===== src/hw/rtl/ppmat_pkg.sv =====
// ---------------------------------------------------------------------------
// ppmat_pkg
// Shared types and constants for the image-to-terminal-text converter.
// ---------------------------------------------------------------------------
package ppmat_pkg;

  localparam int unsigned QDEPTH = 4;

  typedef enum logic [1:0] {
    KIND_C0 = 2'd0,
    KIND_C1 = 2'd1,
    KIND_C2 = 2'd2
  } kind_t;

  // One pixel component, ready for printing.
  typedef struct packed {
    kind_t            kind;
    logic             eol;
    logic [1:0]       ndig;
    logic [3:0]       dig2;
    logic [3:0]       dig1;
    logic [3:0]       dig0;
  } job_t;

  typedef struct packed {
    logic       valid;
    logic       ready;
  } hs_t;

  localparam logic [7:0] CH_ESC   = 8'h1B;
  localparam logic [7:0] CH_LBR   = 8'h5B;
  localparam logic [7:0] CH_SEMI  = 8'h3B;
  localparam logic [7:0] CH_M     = 8'h6D;
  localparam logic [7:0] CH_NL    = 8'h0A;
  localparam logic [7:0] CH_SPACE = 8'h20;
  localparam logic [7:0] CH_ZERO  = 8'h30;
  localparam logic [7:0] CH_TWO   = 8'h32;
  localparam logic [7:0] CH_THREE = 8'h33;
  localparam logic [7:0] CH_EIGHT = 8'h38;
  localparam logic [7:0] BLK_B0   = 8'hE2;
  localparam logic [7:0] BLK_B1   = 8'h96;
  localparam logic [7:0] BLK_B2   = 8'h88;

endpackage


===== src/hw/rtl/ppmat_if.sv =====
// ---------------------------------------------------------------------------
// ppmat_if
// Valid/ready channel interfaces for the byte input and the text output.
// ---------------------------------------------------------------------------
interface ppmat_in_if;
  logic       valid;
  logic       ready;
  logic [7:0] in_byte;

  modport source (output valid, output in_byte, input ready);
  modport sink (input valid, input in_byte, output ready);
endinterface

interface ppmat_out_if;
  logic       valid;
  logic       ready;
  logic [7:0] out_byte;
  logic       last_of_run;

  modport source (output valid, output out_byte, output last_of_run, input ready);
  modport sink (input valid, input out_byte, input last_of_run, output ready);
endinterface


===== src/hw/rtl/ppmat_front.sv =====
// ---------------------------------------------------------------------------
// ppmat_front
// Header parser and pixel classifier: turns each component byte into a job.
// ---------------------------------------------------------------------------
module ppmat_front #(
  parameter int unsigned DIM_BITS = 16
) (
  input  logic              clk,
  input  logic              rst_n,
  ppmat_in_if.sink          in_ch,
  output ppmat_pkg::job_t   push_job,
  output logic              push_valid,
  input  logic              push_ready
);

  typedef enum logic [6:0] {
    PH_SKIP0  = 7'b0000001,
    PH_SKIP1  = 7'b0000010,
    PH_SKIP2  = 7'b0000100,
    PH_WIDTH  = 7'b0001000,
    PH_HEIGHT = 7'b0010000,
    PH_MAXV   = 7'b0100000,
    PH_PIXEL  = 7'b1000000
  } phase_t;

  phase_t                phase_r, phase_nxt;
  logic [DIM_BITS-1:0]   acc_r, acc_nxt;
  logic [DIM_BITS-1:0]   width_r, width_nxt;
  logic [DIM_BITS-1:0]   height_r, height_nxt;
  logic [DIM_BITS-1:0]   col_r, col_nxt;
  logic [DIM_BITS-1:0]   row_r, row_nxt;
  ppmat_pkg::kind_t      comp_r, comp_nxt;

  logic                  fire;
  logic                  term;
  logic [DIM_BITS-1:0]   col_inc;
  logic [DIM_BITS-1:0]   row_inc;
  logic [DIM_BITS-1:0]   acc_mac;
  ppmat_pkg::job_t       job;

  function automatic ppmat_pkg::job_t dec_split(logic [7:0] v);
    ppmat_pkg::job_t r;
    logic [1:0]      h;
    logic [7:0]      rem;
    logic [15:0]     prod;
    logic [3:0]      t;
    logic [7:0]      t10;
    begin
      r = '0;
      h = (v >= 8'd200) ? 2'd2 : ((v >= 8'd100) ? 2'd1 : 2'd0);
      rem = v - ((h == 2'd2) ? 8'd200 : ((h == 2'd1) ? 8'd100 : 8'd0));
      prod = {8'h00, rem} * 16'd205;
      t = 4'(prod >> 11);
      t10 = ({4'h0, t} << 3) + ({4'h0, t} << 1);
      r.dig2 = {2'b00, h};
      r.dig1 = t;
      r.dig0 = 4'(rem - t10);
      r.ndig = (v >= 8'd100) ? 2'd3 : ((v >= 8'd10) ? 2'd2 : 2'd1);
      dec_split = r;
    end
  endfunction

  assign fire         = in_ch.valid && in_ch.ready;
  assign in_ch.ready  = push_ready;
  assign term         = (in_ch.in_byte == ppmat_pkg::CH_SPACE) ||
                        (in_ch.in_byte == ppmat_pkg::CH_NL);
  assign col_inc      = col_r + DIM_BITS'(1);
  assign row_inc      = row_r + DIM_BITS'(1);
  assign acc_mac      = (acc_r << 3) + (acc_r << 1) + DIM_BITS'(in_ch.in_byte)
                        - DIM_BITS'(48);

  always_comb begin
    job      = dec_split(in_ch.in_byte);
    job.kind = comp_r;
    job.eol  = (comp_r == ppmat_pkg::KIND_C2) && (col_inc == width_r);
  end

  assign push_job   = job;
  assign push_valid = fire && (phase_r == PH_PIXEL);

  always_comb begin
    phase_nxt  = phase_r;
    acc_nxt    = acc_r;
    width_nxt  = width_r;
    height_nxt = height_r;
    col_nxt    = col_r;
    row_nxt    = row_r;
    comp_nxt   = comp_r;
    if (fire) begin
      case (phase_r)
        PH_SKIP0: phase_nxt = PH_SKIP1;
        PH_SKIP1: phase_nxt = PH_SKIP2;
        PH_SKIP2: phase_nxt = PH_WIDTH;
        PH_WIDTH, PH_HEIGHT, PH_MAXV: begin
          if (term) begin
            acc_nxt = '0;
            if (phase_r == PH_WIDTH) begin
              width_nxt = acc_r;
              phase_nxt = PH_HEIGHT;
            end else if (phase_r == PH_HEIGHT) begin
              height_nxt = acc_r;
              phase_nxt  = PH_MAXV;
            end else begin
              col_nxt  = '0;
              row_nxt  = '0;
              comp_nxt = ppmat_pkg::KIND_C0;
              if ((width_r == '0) || (height_r == '0)) begin
                phase_nxt = PH_SKIP0;
              end else begin
                phase_nxt = PH_PIXEL;
              end
            end
          end else begin
            acc_nxt = acc_mac;
          end
        end
        PH_PIXEL: begin
          case (comp_r)
            ppmat_pkg::KIND_C0: comp_nxt = ppmat_pkg::KIND_C1;
            ppmat_pkg::KIND_C1: comp_nxt = ppmat_pkg::KIND_C2;
            default: begin
              comp_nxt = ppmat_pkg::KIND_C0;
              if (job.eol) begin
                col_nxt = '0;
                if (row_inc == height_r) begin
                  row_nxt   = '0;
                  phase_nxt = PH_SKIP0;
                end else begin
                  row_nxt = row_inc;
                end
              end else begin
                col_nxt = col_inc;
              end
            end
          endcase
        end
        default: phase_nxt = PH_SKIP0;
      endcase
    end
  end

  always_ff @(posedge clk) begin
    if (!rst_n) begin
      phase_r  <= PH_SKIP0;
      acc_r    <= '0;
      width_r  <= '0;
      height_r <= '0;
      col_r    <= '0;
      row_r    <= '0;
      comp_r   <= ppmat_pkg::KIND_C0;
    end else begin
      phase_r  <= phase_nxt;
      acc_r    <= acc_nxt;
      width_r  <= width_nxt;
      height_r <= height_nxt;
      col_r    <= col_nxt;
      row_r    <= row_nxt;
      comp_r   <= comp_nxt;
    end
  end

endmodule


===== src/hw/rtl/ppmat_queue.sv =====
// ---------------------------------------------------------------------------
// ppmat_queue
// Short job queue between the parser and the text generator.
// ---------------------------------------------------------------------------
module ppmat_queue (
  input  logic             clk,
  input  logic             rst_n,
  input  ppmat_pkg::job_t  push_job,
  input  logic             push_valid,
  output logic             push_ready,
  output ppmat_pkg::job_t  pop_job,
  output ppmat_pkg::hs_t   pop_hs_o,
  input  logic             pop_ready
);

  localparam int unsigned PW = $clog2(ppmat_pkg::QDEPTH);

  ppmat_pkg::job_t  mem_r [ppmat_pkg::QDEPTH];
  logic [PW-1:0]    wr_r, wr_nxt;
  logic [PW-1:0]    rd_r, rd_nxt;
  logic [PW:0]      cnt_r, cnt_nxt;
  logic             do_push;
  logic             do_pop;

  assign push_ready     = (cnt_r != (PW+1)'(ppmat_pkg::QDEPTH));
  assign pop_hs_o.valid = (cnt_r != '0);
  assign pop_hs_o.ready = pop_ready;
  assign pop_job        = mem_r[rd_r];
  assign do_push        = push_valid && push_ready;
  assign do_pop         = pop_hs_o.valid && pop_ready;

  always_comb begin
    wr_nxt  = do_push ? wr_r + PW'(1) : wr_r;
    rd_nxt  = do_pop ? rd_r + PW'(1) : rd_r;
    cnt_nxt = cnt_r + (PW+1)'(do_push) - (PW+1)'(do_pop);
  end

  always_ff @(posedge clk) begin
    if (do_push) begin
      mem_r[wr_r] <= push_job;
    end
  end

  always_ff @(posedge clk) begin
    if (!rst_n) begin
      wr_r  <= '0;
      rd_r  <= '0;
      cnt_r <= '0;
    end else begin
      wr_r  <= wr_nxt;
      rd_r  <= rd_nxt;
      cnt_r <= cnt_nxt;
    end
  end

endmodule


===== src/hw/rtl/ppmat_back.sv =====
// ---------------------------------------------------------------------------
// ppmat_back
// Text generator: expands each job into its escape sequence, one byte a cycle unless stalled.
// ---------------------------------------------------------------------------
module ppmat_back (
  input  logic             clk,
  input  logic             rst_n,
  input  ppmat_pkg::job_t  pop_job,
  input  ppmat_pkg::hs_t   pop_hs_i,
  output logic             pop_ready,
  ppmat_out_if.source      out_ch
);

  typedef struct packed {
    logic [7:0] data;
    logic       last;
  } beat_t;

  ppmat_pkg::job_t  cur_r, cur_nxt;
  logic             cur_v_r, cur_v_nxt;
  logic [3:0]       step_r, step_nxt;
  logic             out_v_r, out_v_nxt;
  beat_t            out_r, out_nxt;
  beat_t            beat;
  logic             adv;
  logic             take;

  function automatic logic [7:0] prefix_at(logic [2:0] i);
    logic [7:0] c;
    begin
      case (i)
        3'd0:    c = ppmat_pkg::CH_ESC;
        3'd1:    c = ppmat_pkg::CH_LBR;
        3'd2:    c = ppmat_pkg::CH_THREE;
        3'd3:    c = ppmat_pkg::CH_EIGHT;
        3'd4:    c = ppmat_pkg::CH_SEMI;
        3'd5:    c = ppmat_pkg::CH_TWO;
        default: c = ppmat_pkg::CH_SEMI;
      endcase
      prefix_at = c;
    end
  endfunction

  function automatic logic [7:0] suffix_at(logic [3:0] i);
    logic [7:0] c;
    begin
      case (i)
        4'd0:    c = ppmat_pkg::CH_M;
        4'd1:    c = ppmat_pkg::BLK_B0;
        4'd2:    c = ppmat_pkg::BLK_B1;
        4'd3:    c = ppmat_pkg::BLK_B2;
        4'd4:    c = ppmat_pkg::CH_ESC;
        4'd5:    c = ppmat_pkg::CH_LBR;
        4'd6:    c = ppmat_pkg::CH_ZERO;
        4'd7:    c = ppmat_pkg::CH_M;
        default: c = ppmat_pkg::CH_NL;
      endcase
      suffix_at = c;
    end
  endfunction

  function automatic beat_t beat_at(ppmat_pkg::job_t j, logic [3:0] step);
    beat_t      r;
    logic [3:0] pre;
    logic [3:0] nd;
    logic [3:0] s1;
    logic [3:0] s2;
    logic [3:0] p;
    logic [3:0] d;
    begin
      r.data = ppmat_pkg::CH_SEMI;
      r.last = 1'b0;
      pre = (j.kind == ppmat_pkg::KIND_C0) ? 4'd7 : 4'd0;
      nd  = {2'b00, j.ndig};
      s1  = step - pre;
      s2  = s1 - nd;
      p   = nd - 4'd1 - s1;
      case (p)
        4'd2:    d = j.dig2;
        4'd1:    d = j.dig1;
        default: d = j.dig0;
      endcase
      if (step < pre) begin
        r.data = prefix_at(step[2:0]);
      end else if (s1 < nd) begin
        r.data = ppmat_pkg::CH_ZERO + {4'h0, d};
      end else if (j.kind != ppmat_pkg::KIND_C2) begin
        r.data = ppmat_pkg::CH_SEMI;
        r.last = 1'b1;
      end else begin
        r.data = suffix_at(s2);
        r.last = j.eol ? (s2 == 4'd8) : (s2 == 4'd7);
      end
      beat_at = r;
    end
  endfunction

  assign beat      = beat_at(cur_r, step_r);
  assign adv       = cur_v_r && (!out_v_r || out_ch.ready);
  assign pop_ready = !cur_v_r || (adv && beat.last);
  assign take      = pop_hs_i.valid && pop_hs_i.ready;

  assign out_ch.valid       = out_v_r;
  assign out_ch.out_byte    = out_r.data;
  assign out_ch.last_of_run = out_r.last;

  always_comb begin
    cur_nxt   = cur_r;
    cur_v_nxt = cur_v_r;
    step_nxt  = step_r;
    out_nxt   = out_r;
    out_v_nxt = out_v_r;
    if (adv) begin
      out_nxt   = beat;
      out_v_nxt = 1'b1;
      step_nxt  = step_r + 4'd1;
      if (beat.last) begin
        cur_v_nxt = 1'b0;
      end
    end else if (out_ch.ready) begin
      out_v_nxt = 1'b0;
    end
    if (take) begin
      cur_nxt   = pop_job;
      cur_v_nxt = 1'b1;
      step_nxt  = 4'd0;
    end
  end

  always_ff @(posedge clk) begin
    cur_r <= cur_nxt;
    out_r <= out_nxt;
  end

  always_ff @(posedge clk) begin
    if (!rst_n) begin
      cur_v_r <= 1'b0;
      step_r  <= 4'd0;
      out_v_r <= 1'b0;
    end else begin
      cur_v_r <= cur_v_nxt;
      step_r  <= step_nxt;
      out_v_r <= out_v_nxt;
    end
  end

endmodule


===== src/hw/rtl/ppm_to_ansi_truecolor_text.sv =====
// ---------------------------------------------------------------------------
// ppm_to_ansi_truecolor_text
// Converts a binary RGB image byte stream into true-colour terminal text.
// ---------------------------------------------------------------------------
//  channel | dir | payload                       | handshake
//  in_ch   | in  | in_byte[7:0]                  | valid / ready
//  out_ch  | out | out_byte[7:0], last_of_run    | valid / ready
//
// Header bytes produce no output.
// A pixel component expands into 2 to 12 output bytes, sent one at a time
// through the single-byte output register; a four-entry job queue lets the
// parser run ahead of the text generator.
// Reset is synchronous and active low; afterwards the parser expects a header.
// A stalled output holds its byte; the input stalls only when the queue fills.
module ppm_to_ansi_truecolor_text #(
  parameter int unsigned DIM_BITS = 16
) (
  input  logic         clk,
  input  logic         rst_n,
  ppmat_in_if.sink     in_ch,
  ppmat_out_if.source  out_ch
);

  ppmat_pkg::job_t  push_job;
  logic             push_valid;
  logic             push_ready;
  ppmat_pkg::job_t  pop_job;
  ppmat_pkg::hs_t   pop_hs;
  logic             pop_ready;

  ppmat_front #(
    .DIM_BITS (DIM_BITS)
  ) u_front (
    .clk        (clk),
    .rst_n      (rst_n),
    .in_ch      (in_ch),
    .push_job   (push_job),
    .push_valid (push_valid),
    .push_ready (push_ready)
  );

  ppmat_queue u_queue (
    .clk        (clk),
    .rst_n      (rst_n),
    .push_job   (push_job),
    .push_valid (push_valid),
    .push_ready (push_ready),
    .pop_job    (pop_job),
    .pop_hs_o   (pop_hs),
    .pop_ready  (pop_ready)
  );

  ppmat_back u_back (
    .clk       (clk),
    .rst_n     (rst_n),
    .pop_job   (pop_job),
    .pop_hs_i  (pop_hs),
    .pop_ready (pop_ready),
    .out_ch    (out_ch)
  );

endmodule


===== src/flat_wrapper.sv =====
// flat-port wrapper written by rule: the top's interface ports become plain ports
module ppm_to_ansi_truecolor_text_flat 
#(
  parameter int unsigned DIM_BITS = 16
)
  (clk, rst_n, in_ch_valid, in_ch_in_byte, in_ch_ready, out_ch_valid, out_ch_out_byte, out_ch_last_of_run, out_ch_ready);
  ppmat_in_if in_ch_i ();
  ppmat_out_if out_ch_i ();
  input  logic clk;
  input  logic rst_n;
  input wire logic [$bits(in_ch_i.valid)-1:0] in_ch_valid;
  input wire logic [$bits(in_ch_i.in_byte)-1:0] in_ch_in_byte;
  output wire logic [$bits(in_ch_i.ready)-1:0] in_ch_ready;
  output wire logic [$bits(out_ch_i.valid)-1:0] out_ch_valid;
  output wire logic [$bits(out_ch_i.out_byte)-1:0] out_ch_out_byte;
  output wire logic [$bits(out_ch_i.last_of_run)-1:0] out_ch_last_of_run;
  input wire logic [$bits(out_ch_i.ready)-1:0] out_ch_ready;
  assign in_ch_i.valid = in_ch_valid;
  assign in_ch_i.in_byte = in_ch_in_byte;
  assign in_ch_ready = in_ch_i.ready;
  assign out_ch_valid = out_ch_i.valid;
  assign out_ch_out_byte = out_ch_i.out_byte;
  assign out_ch_last_of_run = out_ch_i.last_of_run;
  assign out_ch_i.ready = out_ch_ready;
  ppm_to_ansi_truecolor_text #(.DIM_BITS(DIM_BITS)) u_core (.clk(clk), .rst_n(rst_n), .in_ch(in_ch_i), .out_ch(out_ch_i));
endmodule

===== config.mk =====
export PLATFORM = sky130hd
export DESIGN_NAME = ppm_to_ansi_truecolor_text_flat
export DESIGN_NICKNAME = d
export VERILOG_FILES = /design/src/hw/rtl/ppmat_pkg.sv /design/src/hw/rtl/ppmat_if.sv /design/src/hw/rtl/ppmat_front.sv /design/src/hw/rtl/ppmat_queue.sv /design/src/hw/rtl/ppmat_back.sv /design/src/hw/rtl/ppm_to_ansi_truecolor_text.sv /design/src/flat_wrapper.sv
export SDC_FILE = /design/constraint.sdc
export NUM_CORES = 1
export LEC_CHECK = 0
export BUFFER_PORTS_ARGS = -buffer_cell sky130_fd_sc_hd__buf_4
export CELL_PAD_IN_SITES_DETAIL_PLACEMENT = 0
export CELL_PAD_IN_SITES_GLOBAL_PLACEMENT = 1
export CORE_MARGIN = 3
export CORE_UTILIZATION = 50
export DETAILED_ROUTE_END_ITERATION = 12
export PLACE_DENSITY_LB_ADDON = 0.25
export SYNTH_ARGS = -nofsm -noshare
export SYNTH_HDL_FRONTEND = slang
export SYNTH_SLANG_ARGS = --single-unit

===== constraint.sdc =====
create_clock -name clk -period 7.6 [get_ports clk]
set_clock_uncertainty 0.15 [all_clocks]
set_input_delay 0.38 -clock clk [delete_from_list [all_inputs] [get_ports clk]]
set_output_delay 0.38 -clock clk [all_outputs]
set_load 0.005 [all_outputs]

# After elaboration in Yosys (flattened, before gate mapping)
# Memory sizes are Yosys's and may differ from the RTL's. A register that Yosys moved wholly into a read port is not among the register bits.
# Cells that the tools add are included.
# Widths: inputs -> output; s select.
word_totals:
  ff_bits: 115
  ramBits: 60
  mem_bits_ro: 64
  inputBits: 12
  out_inout_bits: 11
  wordCells: 156
  mem_count: 2
op_classes:
  add_sub_neg: 18
  multipliers: 1
  magnitude_cmp: 5
  eq_ne: 31
  mux: 47
  bitwise: 2
  n_reduce_logical: 34
memory_table:
  columns: ["memory", "words", "width", "rd", "rd_ports_with_merged_regs", "write_ports", "line_no", "source"]
  rows:
  - ["(no name shown)", 8, 8, 1, 0, 0, "ppmat_back.sv:47", "case (i)"]
  - ["u_core.u_queue.mem_r", 4, 15, 1, 1, 1, "ppmat_queue.sv:18", "ppmat_pkg::job_t mem_r [ppmat_pkg::QDEPTH];"]
ops:
  columns: ["cell", "n"]
  rows:
  - ["$mux 16", 9]
  - ["$pmux 7 s5", 2]
  - ["$pmux 16 s2", 2]
  - ["$mux 7", 8]
  - ["$add 16x1->16 const B", 2]
  - ["$eq 16x16->1", 2]
  - ["$logic_not 16->1", 2]
  - ["$mux 8", 4]
  - ["$add 16x16->16", 1]
  - ["$add 16x8->16", 1]
  - ["$sub 16x6->16 const B", 1]
  - ["$mul 8x8->15 const B", 1]
  - ["$reduce_and 5->1", 3]
  - ["$mux 2", 6]
  - ["$ne 2x2->1 const B", 6]
  - ["$mux 1", 11]
  - ["$mux 9", 1]
  - ["$eq 8x4->1 const B", 1]
  - ["$eq 8x6->1 const B", 1]
  - ["$ge 8x4->1 const B", 1]
  - ["$ge 8x7->1 const B", 1]
  - ["$ge 8x8->1 const B", 1]
  - ["$pmux 2 s2", 2]
  - ["$pmux 4 s2", 1]
  - ["46 further kinds", 68]

# Depth between registers and ports, before layout
# Gate-level depths: netlist (run 1).
logic_depth:
  depth_word: 14
  depth_mapped: 29
  mapped_depth_nobuf: 28

# Cells and area by module
# Synthesis (run 1) repeated with hierarchy kept, for this count alone.
hier_totals:
  hier_cells: 1270
  area_unflattened_um2: 12575.8
modules_own_cells:
  columns: ["module", "n_inst", "cells_each", "area_each_um2", "seq_area_each_um2"]
  rows:
  - ["ppmat_front", 1, 961, 7651.1, 1781.7]
  - ["ppmat_queue", 1, 139, 2984.1, 2222.1]
  - ["ppmat_back", 1, 170, 1940.6, 900.9]

# Least setup slack after synthesis (run 1)
# OpenSTA, ideal clock, no wires.
synth_path:
  path_kind: "in2reg"
  from: "in in_ch_in_byte[4]"
  to: "mem u_core.u_queue.mem_r[0][3] (netlist name), data pin"
  setup_ns: 0.281
  arrival_ns: 5.961
  required_time_ns: 7.169
  path_slack_ns: 1.208
  stages: 29
  path_buffers: 1
  cell_sequence: "clkbuf_1 -> or3_1 -> a31oi_1 -> nand2b_1 -> inv_1 -> ha_1 -> inv_1 -> fa_1 -> o21a_1 -> nor2_1 -> xnor2_1 -> ha_1 -> inv_1 -> fa_1 -> fa_1 -> fa_1 -> inv_1 -> ha_1 -> nor3_1 -> nor2_1 -> a31oi_1 -> nor2b_1 -> or3_1 -> nor2b_1 -> ha_1 -> nand2_1 -> nand2_1 -> xnor2_1 -> xnor2_1"
synth_lines:
  columns: ["item", "line_no", "source"]
  rows:
  - ["from (decl)", "flat_wrapper.sv:12", "input wire logic [$bits(in_ch_i.in_byte)-1:0] in_ch_in_byte;"]
  - ["to (decl)", "ppmat_queue.sv:18", null]

==> run summary, run 1 <==
Core Util, Final -> 0.554
Syn Nets -> 1421
Max Clk Rate -> 155 MHz
Hold_buf cts -> 0
Worst-skew pair later-pin latency -> 450 ps
Final nets -> 1415
Post-Synthesis Cells -> 1283
FF-to-FF setup slack -> 2590 ps
Most frequent cells in the layout -> inv_1 (127), ha_1 (105), nand2_1 (103), dfxtp_1 (102), nor2_1 (98)
Setup WS post-layout -> 1170 ps
Vias per inst -> 5.80
Synth Area per Inst -> 9.48 um^2
Buf/Inv on CP -> 5
Synth area leaders -> edfxtp_1 (21%), dfxtp_1 (17%), ha_1 (11%)
Setup violations, final -> 0
Crit end category -> register
Arrival time worst endpoint -> 6520 ps
Ys async rst share -> 0
R2R depth -> 20
Residual DRC count -> 0
WL per Instance -> 17.9 um
Routability cong. -> 0.887
Post-synth EDFFs -> 84
Max-cap check violation count -> 0
Worst Hold Path Cells -> 3
Unrepaired setup endpoints after global routing -> false
Congestion Overflow GR -> 0
CP max stage cell -> fa_1
Die height -> 162 um
Min cycle time layout -> 6430 ps
Iter 0 DRT Violations -> 691
Final TNS setup -> 0 ps
Fin. Hold Viols -> 0
Drt pass-1 iters -> 5
P_leak -> 5.09 nW
Core Area -> 0.0237 mm^2
Cts repair resizes -> 0
IO Pins -> 23
Worst-Margin Slew -> 1060 ps
Most common cell after layout, fill and taps aside -> inv_1
Sequential-to-total area share from yosys stat -> 0.375
Antenna viol nets, final -> 0
Starting Density -> 0.513
Htree depth -> 4
Post-Place Setup Slack -> 717 ps
CTS Buf Count -> 17
Status -> finished clean
Root Driver -> clkbuf_16
Global-route wire length before repair -> 47.4 mm
Mapped cell area -> 0.0122 mm^2
#FFs+latches synth -> 186
CTS tree -> done
Clock-pin slew on the worst setup and hold paths -> 80 ps
Via count -> 9325
Die area -> 0.0262 mm^2
Detailed placer's ending HPWL -> 21.3 mm
Setup bufs post-CTS -> 0
Routed WL -> 28.8 mm
Crit path max-delay family -> adder cells
Site Rows -> 56
Gr usage total -> 0.225
# port buffers -> 22
Worst Hold Class -> in -> reg
Pwr dens -> 227 mW/mm^2
Worst IR drop on VDD -> 0.000248 V
Post-synth top area share -> 0.207
Synth warn -> 0
Worst Path Max Fanout -> 8
Share of layout cells above drive strength 1 -> 0.0868
Yosys top cell by area -> edfxtp_1
Die extent in x -> 162 um
Synthesis-to-finish area growth -> 8.00%
Worst path required time -> 7680 ps
Crit path kind -> in -> reg
CP Launch Type -> primary input
Min-Delay Endpoint -> u_core.u_front.acc_r[0]$_SDFFE_PN0P_
Vias in the first global route -> 8959
Worst-case clock buffer depth -> 2
# diodes -> 0
Critical path's largest stage delay -> 550 ps
Top FF cell, synth -> dfxtp_1
Clk sink count -> 186
RR Startpoint -> u_core.u_back.cur_r[16]$_DFFE_PP_
Largest net degree at the start of global routing -> 63
Initial antenna violation count -> 0
Hold wc startpoint -> in_ch_in_byte[0]
Yosys cell types -> 80
Worst R2R End -> u_core.u_queue.cnt_r[2]$_SDFF_PN0_
Max-slew headroom at the worst pin -> 0.294
Final period utilization -> 0.847
Final Max Tran Viols -> 0
==> layout make-up <==
class	instances	area (um^2)
Multi-Input combinational cell	912	6870
Sequential cell	186	4560
Clock inverter	14	151
Clock buffer	18	429
Timing Repair Buffer	32	240
Tap cell	319	399
Fill cell	2175	10600
Inverter	128	480
==> worst register-to-register path, cell delays in order, from the launching register on <==
cell	delay, ps
edfxtp_1	400
or2_2	370
inv_1	70
ha_1	160
inv_1	50
fa_1	510
fa_1	480
xnor2_1	440
nor2_1	170
and3_1	220
mux2i_1	260
o21ai_1	110
buf_4	220
ha_1	320
inv_1	60
ha_1	120
inv_1	40
fa_1	360
xor2_1	170
xnor2_1	140
nor2_1	50
==> stage by stage <==
stage / area [um^2] / cells / hold WS [ps] / power [mW]
after global routing: 13100 / 1609 / 91.8 / 3.20
after CTS: 13100 / 1609 / 75.4 / 3.02
after global placement: 12500 / 1577 / 320 / 2.12
after floorplan: 12200 / 1283 / 295 / 1.93
after detailed placement: 12500 / 1577 / 329 / 2.14
final: 13100 / 1609 / 87.3 / 2.98
==> Yosys cell counts, drive strengths merged (5+ instances only) <==
cell     count
nor2b       19
o21ai       40
ha         105
buf         23
and3        23
or4          6
o2111ai      7
xnor2       50
nand4       26
nor3        24
nand3       42
mux4        15
mux2i       12
nor4        14
nand2b      11
o31ai       18
or3         20
inv        127
nand2      103
and2        21
a22oi        5
a31oi        9
xor2        26
a21boi       5
nor2        99
fa          21
a32oi        8
a21oi       72
o211ai       5
a211oi      10
and4         6
a41oi       10
dfxtp      102
edfxtp      84
clkbuf      34
o22ai        8
==> report_power, final <==
group | internal (mW) | switching, mW | total, mW
Combinational | 0.348 | 0.523 | 0.871
Sequential | 1.24 | 0.00220 | 1.24
Clock | 0.439 | 0.433 | 0.873
Total | 2.03 | 0.959 | 2.98
==> registers in the layout, summed over array words and instances, names as in the netlist, 4 cells and up <==
signal / flops
u_core.u_front.col_r: 16
u_core.u_front.height_r: 16
u_core.u_back.step_r: 4
u_core.u_front.width_r: 16
u_core.u_back.out_ch.out_byte: 8
u_core.u_front.acc_r: 16
u_core.u_front.row_r: 16
u_core.u_back.cur_r: 15
u_core.u_front.phase_r: 7
u_core.u_queue.mem_r: 60
==> worst max-delay path by stage <==
stage | from | end | slack (ps) | depth (start not counted)
final | in_ch_in_byte[3] | u_core.u_queue.mem_r[3][3]$_DFFE_PP_ | 1170 | 29
after global routing | in_ch_in_byte[3] | u_core.u_queue.mem_r[2][3]$_DFFE_PP_ | 620 | 29
after CTS | in_ch_in_byte[3] | u_core.u_queue.mem_r[1][3]$_DFFE_PP_ | 1160 | 29
after detailed placement | in_ch_in_byte[3] | u_core.u_queue.mem_r[0][3]$_DFFE_PP_ | 720 | 29
after global placement | in_ch_in_byte[3] | u_core.u_queue.mem_r[0][3]$_DFFE_PP_ | 840 | 29
after floorplan | in_ch_in_byte[4] | u_core.u_queue.mem_r[0][3]$_DFFE_PP_ | 1210 | 29
==> cells by family (layout without fill, tap and decap cells) <==
group,Yosys count,in the layout,share of synthesized area
simple gates,439,439,0.186
mux,28,28,0.0386
flops,186,186,0.375
compound gates,241,241,0.138
buf+inv,185,192,0.0604
xor+xnor,78,78,0.0585
fa+ha+maj,126,126,0.143
==> metal layers <==
metal | up-vias | global-route usage | share of wire
li1 | 4614 | - | -
met3 | 32 | 0.0334 | 0.040
met1 | 4477 | 0.310 | 0.46
met2 | 202 | 0.377 | 0.48
met5 | - | 0 | 0
met4 | 0 | 0.0523 | 0.014
No activity file was read; power rests on OpenSTA's default activity.
==> run 2: changes to the inputs <==
--- a/config.mk
+++ b/config.mk
@@ -9,7 +9,7 @@
 export CELL_PAD_IN_SITES_DETAIL_PLACEMENT = 0
 export CELL_PAD_IN_SITES_GLOBAL_PLACEMENT = 1
 export CORE_MARGIN = 3
-export CORE_UTILIZATION = 50
+export CORE_UTILIZATION = 46
 export DETAILED_ROUTE_END_ITERATION = 12
 export PLACE_DENSITY_LB_ADDON = 0.25
 export SYNTH_ARGS = -nofsm -noshare
==> constraint.sdc (replaced) <==
create_clock -name clk -period 5.32 [get_ports clk]
set_clock_uncertainty 0.15 [all_clocks]
set_input_delay 0.266 -clock clk [delete_from_list [all_inputs] [get_ports clk]]
set_output_delay 0.266 -clock clk [all_outputs]
set_load 0.005 [all_outputs]
==> run 2 against run 1 <==
Against the previous run:
- the run now ends with negative setup slack left
- combinational power grew 120%
- via count grew 1.4%
- non-clock buffer count grew 46
- largest cell class unchanged
==> run summary, run 2 (synthesis gave the netlist of run 1 again) <==
Status -> finished with violations
Failing checks -> negative setup slack
CTS tree -> done
Crit path from -> in_ch_in_byte[3]
Max-cap check violation count -> 0
Routed WL -> 28.6 mm
Htree depth -> 4
Routability cong. -> 0.897
R2R depth -> 17
Die extent in x -> 169 um
Clock-pin slew on the worst setup and hold paths -> 80 ps
Final period utilization -> 1.03
Top reg by flops -> u_core.u_queue.mem_r
# port buffers -> 22
Site Rows -> 58
Max FFs per register -> 60
Unrepaired setup endpoints after global routing -> true
Initial antenna violation count -> 0
Max-slew headroom at the worst pin -> 0.254
Synthesis-to-finish area growth -> 12.7%
Residual DRC count -> 0
Clk sink count -> 186
Worst Path Max Fanout -> 4
Hold wc startpoint -> in_ch_in_byte[1]
CP Capture Point -> u_core.u_queue.mem_r[2][3]$_DFFE_PP_
Switching share of power -> 0.320
Core Area -> 0.0255 mm^2
# diodes -> 0
Worst Hold Class -> in -> reg
Share of layout cells above drive strength 1 -> 0.139
Core Util, Final -> 0.536
Max Clk Rate -> 182 MHz
Min cycle time layout -> 5490 ps
Worst-skew pair later-pin latency -> 440 ps
Worst Hold Path Cells -> 2
Buf/Inv on CP -> 5
Largest net degree at the start of global routing -> 45
Iter 0 DRT Violations -> 801
Setup WS post-layout -> -174 ps
Via count -> 9453
P_leak -> 5.36 nW
Final Max Tran Viols -> 0
Area of the multi-input gates -> 0.00705 mm^2
Detailed placer's ending HPWL -> 21.1 mm
Global-route wire length before repair -> 47.2 mm
Die area -> 0.0284 mm^2
Power, Total -> 4.96 mW
Register share of total power -> 0.357
Crit end category -> register
Worst-Margin Slew -> 1120 ps
Most frequent cells in the layout -> inv_1 (123), dfxtp_1 (102), nand2_1 (101), ha_1 (98), nor2_1 (97)
Worst IR drop on VDD -> 0.000379 V
FF-to-FF setup slack -> 570 ps
CP max stage cell -> fa_1
Vias per inst -> 5.67
Crit path max-delay family -> adder cells
Drt pass-1 iters -> 5
Pwr dens -> 362 mW/mm^2
P_int -> 3.38 mW
Fin. Hold Viols -> 0
CTS Buf Count -> 17
Critical path depth in cells -> 29
Vias in the first global route -> 8950
Antenna viol nets, final -> 0
Sw power -> 1.59 mW
Starting Density -> 0.476
Gr usage total -> 0.205
Worst R2R End -> u_core.u_queue.cnt_r[2]$_SDFF_PN0_
Critical path's largest stage delay -> 500 ps
Arrival time worst endpoint -> 5520 ps
RR Startpoint -> u_core.u_back.cur_r[16]$_DFFE_PP_
Worst-case clock buffer depth -> 2
Worst path required time -> 5350 ps
Register area -> 0.00456 mm^2
Post-Place Setup Slack -> -735 ps
Most common cell after layout, fill and taps aside -> inv_1
CP Launch Type -> primary input
Final nets -> 1461
Setup violations, final -> 4
Clock share of power -> 0.251
IO Pins -> 23
Congestion Overflow GR -> 0
FILL cells -> 2323
Die height -> 169 um
Root Driver -> clkbuf_16
Crit path kind -> in -> reg
Logic pwr share -> 0.392
WL per Instance -> 17.2 um
==> run 2: stage by stage <==
stage               instance area, um^2  hold slack, ps  instances  setup TNS, ps
global route                      13700             164       1666          -2500
CTS                               13600             143       1665           -772
finish                            13700             167       1666           -692
floorplan                         12200             268       1283          -3840
detailed placement                12900             321       1627          -7410
global placement                  12900             312       1627          -5350
==> run 2: area by class of cell <==
class	instances	area share
multi-input combinational	912	0.515
sequential	186	0.333
timing repair buffer	78	0.0442
inverter	128	0.0353
clock buffer	18	0.0313
tap	330	0.0301
clock inverter	14	0.0108
==> run 2: how the worst min path moves through the flow <==
stage / to / slack (ps)
2_1_floorplan: u_core.u_front.acc_r[0]$_SDFFE_PN0P_ / 270
3_3_place_gp: u_core.u_front.acc_r[7]$_SDFFE_PN0P_ / 310
3_5_place_dp: u_core.u_front.acc_r[7]$_SDFFE_PN0P_ / 320
4_1_cts: u_core.u_queue.mem_r[2][0]$_DFFE_PP_ / 140
5_1_grt: u_core.u_queue.mem_r[2][0]$_DFFE_PP_ / 160
6_report: u_core.u_queue.mem_r[2][0]$_DFFE_PP_ / 170
==> run 2: repair_timing <==
| item | 4_1_cts | 5_1_grt |
|---|---|---|
| setup buffers | 4 | 1 |
| resized for setup | 5 | 19 |
| hold buffers | 2 | 0 |
| pin swaps | 17 | 9 |
| endpoints found under the setup margin | 8 | 12 |
| endpoints found under the hold margin | 2 | 0 |
==> run 2: layer usage <==
layer  GRT usage  routed length (um)  vias up  share of wire
li1            -                   -     4706              -
met1       0.308               14400     4537           0.50
met2       0.313               12800      191           0.45
met3      0.0320                1220       19          0.043
met4      0.0438                 243        0         0.0085
met5           0                   0        -              0
==> run 2: power groups by stage <==
stage | Clock (mW) | Sequential [mW] | Combinational [mW]
after floorplan | 0 | 1.80 | 1.02
after global placement | 0 | 1.81 | 1.49
after detailed placement | 0 | 1.81 | 1.54
after CTS | 1.28 | 1.77 | 1.69
after global routing | 1.34 | 1.77 | 2.19
final | 1.24 | 1.77 | 1.95
